## config.mk

```make
export PLATFORM = sky130hd
export DESIGN_NAME = mme_ctrl
export DESIGN_NICKNAME = d
export VERILOG_FILES = /design/src/rtl/core/mme_pkg.sv /design/src/rtl/core/mme_ctrl.sv
export VERILOG_INCLUDE_DIRS = /design/src /design/src/rtl/core
export SDC_FILE = /design/constraint.sdc
export NUM_CORES = 1
export LEC_CHECK = 0
export BUFFER_PORTS_ARGS = -buffer_cell sky130_fd_sc_hd__buf_4
export CAP_MARGIN = 40
export CORE_ASPECT_RATIO = 0.5
export CORE_UTILIZATION = 38
export CTS_CLUSTER_DIAMETER = 80
export DETAILED_ROUTE_END_ITERATION = 12
export SYNTH_ARGS = -nofsm -noshare
export SYNTH_HDL_FRONTEND = slang
export SYNTH_SLANG_ARGS = --single-unit
```

## constraint.sdc

```tcl
create_clock -name clk -period 4.8 [get_ports clk]
set_input_delay 0.48 -clock clk [delete_from_list [all_inputs] [get_ports clk]]
set_output_delay 0.48 -clock clk [all_outputs]
set_load 0.05 [all_outputs]
```

## src/rtl/core/matrix_multiply_engine_top_defines.svh

```systemverilog
// assertion macros shared by the matrix multiply engine rtl
`ifndef MATRIX_MULTIPLY_ENGINE_TOP_DEFINES_SVH
`define MATRIX_MULTIPLY_ENGINE_TOP_DEFINES_SVH

`ifndef SYNTHESIS

// checked property, disabled while reset is held
`define MME_ASSERT(lbl, clk, rst_n, prop) \
  lbl: assert property (@(posedge clk) disable iff (!rst_n) (prop)) \
    else $error("mme assertion failed");

// checked property, also active during reset
`define MME_ASSERT_ALWAYS(lbl, clk, prop) \
  lbl: assert property (@(posedge clk) (prop)) \
    else $error("mme assertion failed");

`else

`define MME_ASSERT(lbl, clk, rst_n, prop)
`define MME_ASSERT_ALWAYS(lbl, clk, prop)

`endif

`endif

```

## src/rtl/core/mme_pkg.sv

```systemverilog
// shared types, codes and constants of the matrix multiply engine
package mme_pkg;

  // default parameter values
  localparam int DEF_MAX_DIM    = 8;
  localparam int DEF_VALUE_BITS = 32;

  // fixed field widths
  localparam int IDX_W     = 3;
  localparam int DIM_W     = 4;
  localparam int FIELD_W   = 32;
  localparam int FRAC_BITS = 16;
  localparam int CFG_IDX_W = 2;

  // configuration register indexes
  localparam logic [CFG_IDX_W-1:0] CFG_A_ROWS = 2'd0;
  localparam logic [CFG_IDX_W-1:0] CFG_A_COLS = 2'd1;
  localparam logic [CFG_IDX_W-1:0] CFG_B_ROWS = 2'd2;
  localparam logic [CFG_IDX_W-1:0] CFG_B_COLS = 2'd3;

  // result status codes
  localparam logic STATUS_OK       = 1'b0;
  localparam logic STATUS_MISMATCH = 1'b1;

  // input operations
  typedef enum logic [1:0] {
    OP_WR_A    = 2'd0,
    OP_WR_B    = 2'd1,
    OP_COMPUTE = 2'd2
  } op_t;

  // controller states
  typedef enum logic [3:0] {
    ST_IDLE,
    ST_READ,
    ST_MUL,
    ST_ACC,
    ST_RND,
    ST_LOAD,
    ST_OUT,
    ST_ERR,
    ST_ERR_OUT
  } state_t;

  // controller to datapath commands
  typedef struct packed {
    logic             wr_a;
    logic             wr_b;
    logic             mul;
    logic             acc_en;
    logic             acc_first;
    logic             rnd;
    logic             load_ok;
    logic             load_err;
    logic             last;
    logic [IDX_W-1:0] i;
    logic [IDX_W-1:0] j;
    logic [IDX_W-1:0] k;
  } cmd_t;

  // datapath to controller status
  typedef struct packed {
    logic out_done;
  } sts_t;

endpackage

```

## src/rtl/core/mme_ctrl.sv

```systemverilog
// sequencer of the matrix multiply engine: config registers, loop counters, fsm
`include "matrix_multiply_engine_top_defines.svh"

module mme_ctrl #(
  parameter int MAX_DIM = mme_pkg::DEF_MAX_DIM
) (
  input  logic                           clk,
  input  logic                           rst_n,
  input  logic                           in_valid,
  output logic                           in_stall,
  input  logic [1:0]                     in_op,
  input  logic                           cfg_we,
  input  logic [mme_pkg::CFG_IDX_W-1:0]  cfg_index,
  input  logic [mme_pkg::DIM_W-1:0]      cfg_data,
  input  mme_pkg::sts_t                  sts,
  output mme_pkg::cmd_t                  cmd
);

  localparam logic [mme_pkg::DIM_W-1:0] DIM_MAX = mme_pkg::DIM_W'(MAX_DIM);

  mme_pkg::state_t state_r, state_nxt;
  logic [mme_pkg::DIM_W-1:0] a_rows_r, a_cols_r, b_rows_r, b_cols_r;
  logic [mme_pkg::IDX_W-1:0] i_r, i_nxt, j_r, j_nxt, k_r, k_nxt;
  logic [mme_pkg::IDX_W-1:0] ar_last, ac_last, br_last, bc_last;
  logic                      mismatch;
  logic                      elem_last;
  logic                      accept;

  // clamp a dimension register to 1..MAX_DIM and give its last index
  function automatic logic [mme_pkg::IDX_W-1:0] last_idx(
    input logic [mme_pkg::DIM_W-1:0] raw
  );
    logic [mme_pkg::DIM_W-1:0] d;
    d = raw;
    if (raw == '0) begin
      d = mme_pkg::DIM_W'(1);
    end else if (raw > DIM_MAX) begin
      d = DIM_MAX;
    end
    return mme_pkg::IDX_W'(d - mme_pkg::DIM_W'(1));
  endfunction

  // configuration registers
  always_ff @(posedge clk) begin
    if (!rst_n) begin
      a_rows_r <= mme_pkg::DIM_W'(8);
      a_cols_r <= mme_pkg::DIM_W'(8);
      b_rows_r <= mme_pkg::DIM_W'(8);
      b_cols_r <= mme_pkg::DIM_W'(8);
    end else if (cfg_we) begin
      unique case (cfg_index)
        mme_pkg::CFG_A_ROWS: a_rows_r <= cfg_data;
        mme_pkg::CFG_A_COLS: a_cols_r <= cfg_data;
        mme_pkg::CFG_B_ROWS: b_rows_r <= cfg_data;
        mme_pkg::CFG_B_COLS: b_cols_r <= cfg_data;
        default: ;
      endcase
    end
  end

  // effective dimensions
  assign ar_last   = last_idx(a_rows_r);
  assign ac_last   = last_idx(a_cols_r);
  assign br_last   = last_idx(b_rows_r);
  assign bc_last   = last_idx(b_cols_r);
  assign mismatch  = (ac_last != br_last);
  assign elem_last = (i_r == ar_last) && (j_r == bc_last);

  assign in_stall = (state_r != mme_pkg::ST_IDLE);
  assign accept   = in_valid && !in_stall;

  // state and counter registers
  always_ff @(posedge clk) begin
    if (!rst_n) begin
      state_r <= mme_pkg::ST_IDLE;
      i_r     <= '0;
      j_r     <= '0;
      k_r     <= '0;
    end else begin
      state_r <= state_nxt;
      i_r     <= i_nxt;
      j_r     <= j_nxt;
      k_r     <= k_nxt;
    end
  end

  // next state and commands
  always_comb begin
    state_nxt     = state_r;
    i_nxt         = i_r;
    j_nxt         = j_r;
    k_nxt         = k_r;
    cmd           = '0;
    cmd.i         = i_r;
    cmd.j         = j_r;
    cmd.k         = k_r;
    cmd.last      = elem_last;
    cmd.acc_first = (k_r == '0);
    unique case (state_r)
      mme_pkg::ST_IDLE: begin
        if (accept) begin
          unique case (in_op)
            mme_pkg::OP_WR_A: cmd.wr_a = 1'b1;
            mme_pkg::OP_WR_B: cmd.wr_b = 1'b1;
            mme_pkg::OP_COMPUTE: begin
              i_nxt = '0;
              j_nxt = '0;
              k_nxt = '0;
              state_nxt = mismatch ? mme_pkg::ST_ERR : mme_pkg::ST_READ;
            end
            default: ;
          endcase
        end
      end
      mme_pkg::ST_READ: begin
        state_nxt = mme_pkg::ST_MUL;
      end
      mme_pkg::ST_MUL: begin
        cmd.mul   = 1'b1;
        state_nxt = mme_pkg::ST_ACC;
      end
      mme_pkg::ST_ACC: begin
        cmd.acc_en = 1'b1;
        if (k_r == ac_last) begin
          state_nxt = mme_pkg::ST_RND;
        end else begin
          k_nxt     = k_r + mme_pkg::IDX_W'(1);
          state_nxt = mme_pkg::ST_READ;
        end
      end
      mme_pkg::ST_RND: begin
        cmd.rnd   = 1'b1;
        state_nxt = mme_pkg::ST_LOAD;
      end
      mme_pkg::ST_LOAD: begin
        cmd.load_ok = 1'b1;
        state_nxt   = mme_pkg::ST_OUT;
      end
      mme_pkg::ST_OUT: begin
        if (sts.out_done) begin
          k_nxt = '0;
          if (elem_last) begin
            state_nxt = mme_pkg::ST_IDLE;
          end else begin
            state_nxt = mme_pkg::ST_READ;
            if (j_r == bc_last) begin
              j_nxt = '0;
              i_nxt = i_r + mme_pkg::IDX_W'(1);
            end else begin
              j_nxt = j_r + mme_pkg::IDX_W'(1);
            end
          end
        end
      end
      mme_pkg::ST_ERR: begin
        cmd.load_err = 1'b1;
        state_nxt    = mme_pkg::ST_ERR_OUT;
      end
      mme_pkg::ST_ERR_OUT: begin
        if (sts.out_done) begin
          state_nxt = mme_pkg::ST_IDLE;
        end
      end
      default: state_nxt = mme_pkg::ST_IDLE;
    endcase
  end

  // a mismatched compute request goes straight to the error result
  `MME_ASSERT(a_mismatch_err, clk, rst_n, (state_r == mme_pkg::ST_IDLE && accept && in_op == mme_pkg::OP_COMPUTE && mismatch) |=> (state_r == mme_pkg::ST_ERR))
  // a result state is held until its transfer
  `MME_ASSERT(a_out_hold, clk, rst_n, (state_r == mme_pkg::ST_OUT && !sts.out_done) |=> (state_r == mme_pkg::ST_OUT))
  // the final inner step ends the sum
  `MME_ASSERT(a_acc_end, clk, rst_n, (state_r == mme_pkg::ST_ACC && k_r == ac_last) |=> (state_r == mme_pkg::ST_RND))

endmodule

```

==> impl_metrics.yaml <==
global_route:
  global_route_wire_length_before_repair_mm: 6.58
  pin_count_of_the_biggest_net_entering_global_routing: 21
  antenna_found_initial: 0
  grt_use_total_pct: 17.2
  number_of_global_route_vias_before_repair: 1335
  grt_overflow_total: 0
synthesis:
  ys_dominant_reg_cell: "dfxtp_1"
  netlist-cell-type-count: 48
  count_of_synthesis_stage_warnings_from_yosys: 0
  seq_area_frac_synth_pct: 32.6
  post_synth_design_cell_area_um2: 1780
  asyncSetResetFlopFracSynth_pct: 0
  syn_avg_cell_area_um2: 8.76
  netlist_top_cells_area: "dfxtp_1, mux2i_1, ha_1"
  yosys.area.top_type: "dfxtp_1"
  synth_nets: 224
  area_fraction_of_the_dominant_cell_type_after_synthesis_pct: 32.6
  postSynthCellCount: 203
  postSynthRegisterBits: 29
  synth-edff-count: 0
pwr:
  total_power_divided_by_cell_area_nw_per_um2: 370
  peakVddDrop_v: 0.000142
  p_leak_nw: 0.907
cts:
  worst_setup_hold_path_clk_slew_ps: 60
  clockRootBuffer: "clkbuf_8"
  cts-buffers-inserted: 5
  cts_setup_buffers: 0
  clkLatencyLatePin_ps: 270
  cts_hold_buffers: 0
  htree_num_levels: 2
  tritoncts_clock_tree: "done"
  cts_sinks: 29
  maximum_clock_insertion_buffer_count: 2
  post_cts_resized: 0
drt:
  detailroute.via_count: 1498
  drtIter0Drc: 44
  first_pass_iteration_count_of_the_detailed_router: 4
  wl_met1_mm: 2.15
  highest-signal-layer: "met4"
  wl_met3_um: 124
  detail-route-antenna-nets: 0
  avgRoutedWirePerCell_um: 13.2
  avgViaCountPerCell: 5.13
  totalWireLength_mm: 3.85
  wl_met2_mm: 1.56
  remaining_drc_errors: 0
sta:
  setup-violations-final: 0
  min_period_ps: 3060
  clock.fmax_mhz: 327
  period_share_pct: 63.7
  finalHoldViolations: 0
  maxSlewHeadroom_pct: 50.0
  setup_repair_after_global_routing_missed_its_margin: "false"
  final.setup_skew_ps: 4.73
  worst_pin_slew_ps: 748
  setup_total_negative_slack_ps: 0
  finalHoldWorstSlack_ps: 458
  finalMaxSlewViolations: 0
worst_setup_path:
  worst-path-max-fanout: 5
  cp_data_arrival_time_ps: 2580
  r2r_setup_slack_ps: 2250
  setup.worst_path.end_class: "primary output"
  criticalPathCategory: "flip-flop to primary output"
  cp.required_ps: 4320
  crit_path_start_kind: "flip-flop"
placed_design:
  io_buffers: 31
  place_congestion: 0.838
  dp_hpwl_mm: 2.93
cells_and_area:
  area_growth_syn_to_layout_pct: 19.7
  insertedDiodeCount: 0
  most_used_cells_in_the_layout_excluding_fill_and_tap_cells: "buf_4, dfxtp_1, nor2_1"
  finish.net_count: 255
  final.fill_count: 433
  layout.cells.most_common: "buf_4"
  drive_gt1_share_pct: 21.3
hold_path:
  hold_class: "primary input to flip-flop"
die:
  coreArea_um2: 4450
  die_ht_um: 50.4
  initial_util_pct: 40.0
  std_cell_rows: 17
  die_area_um2: 4980
  io_count: 32
  die_x_um: 98.8
job:
  max_cap_viols: 0
run_status:
  status: "completed"
==> registers in the layout (all words and copies together), names as in the netlist <==
name      count
state_r       4
b_rows_r      4
a_rows_r      4
b_cols_r      4
i_r           3
j_r           3
a_cols_r      4
k_r           3
==> synthesized netlist by cell type, drive strengths merged (4+ instances only) <==
master  instances
buf             5
o21ai           4
mux2i          20
nor2           22
xor2            4
nand3b          7
dfxtp          29
xnor2          11
ha              8
nand2          17
inv            11
nor2b           7
a21oi           5
nand3           6
nand2b          5
==> critical path, cell delays in order (launching register included) <==
cell	delay, ps
dfxtp_1	320
o21ba_1	200
or2_2	280
ha_1	210
xnor2_1	180
xnor2_1	90
a211o_1	300
nor4_4	450
buf_4	280
==> path summary, 6_finish.rpt <==
path | end | start | cells past startpoint
worst max-delay path | cmd[9] | b_cols_r[1] | 8
worst min-delay path | a_cols_r[3] | cfg_data[3] | 3
worst max register to register | i_r[1] | b_cols_r[1] | 9
worst min register to register | b_cols_r[0] | b_cols_r[0] | 2
==> power by group <==
group | total, mW | switching, mW | leakage, nW | internal [mW]
clock | 0.190 | 0.0897 | 0.0450 | 0.100
sequential | 0.285 | 0.0282 | 0.235 | 0.256
combinational | 0.313 | 0.195 | 0.626 | 0.118
==> stage by stage <==
stage / worst slack, ps / power, mW / util [%] / std cells / instance area [um2]
6_report: 1740 / 0.787 / 47.9 / 292 / 2130
5_1_grt: 1610 / 0.835 / 47.9 / 292 / 2130
4_1_cts: 1740 / 0.791 / 47.9 / 292 / 2130
3_5_place_dp: 2040 / 0.601 / 46.0 / 284 / 2050
3_3_place_gp: 2100 / 0.603 / 46.0 / 284 / 2050
2_1_floorplan: 1320 / 0.526 / - / 203 / 1780
==> layout make-up <==
cell class / count / area, um2 / share of cell area, %
clock inverter: 2 / 10.0 / 0.470
sequential: 29 / 581 / 27.3
tap: 57 / 71.3 / 3.35
clock buffer: 6 / 72.6 / 3.41
timing repair buffer: 32 / 240 / 11.3
inverter: 11 / 41.3 / 1.94
multi-input combinational: 155 / 1110 / 52.3
==> cells by family after synthesis <==
logic type | Yosys count | synth area share (%)
AO/OA/AOI/OAI | 30 | 13.4
AND/OR/NAND/NOR | 82 | 24.9
buffers and inverters | 19 | 4.78
flip-flops | 29 | 32.6
multiplexers | 20 | 11.3
XOR/XNOR | 15 | 7.38
adder cells (fa/ha/maj) | 8 | 5.63
==> layer usage <==
metal	GRT usage [%]	up-vias
met5	0	-
met4	5.22	0
met3	4.32	2
met2	25.1	25
met1	24.7	699
li1	-	772
(Power assumes the default switching activity.)
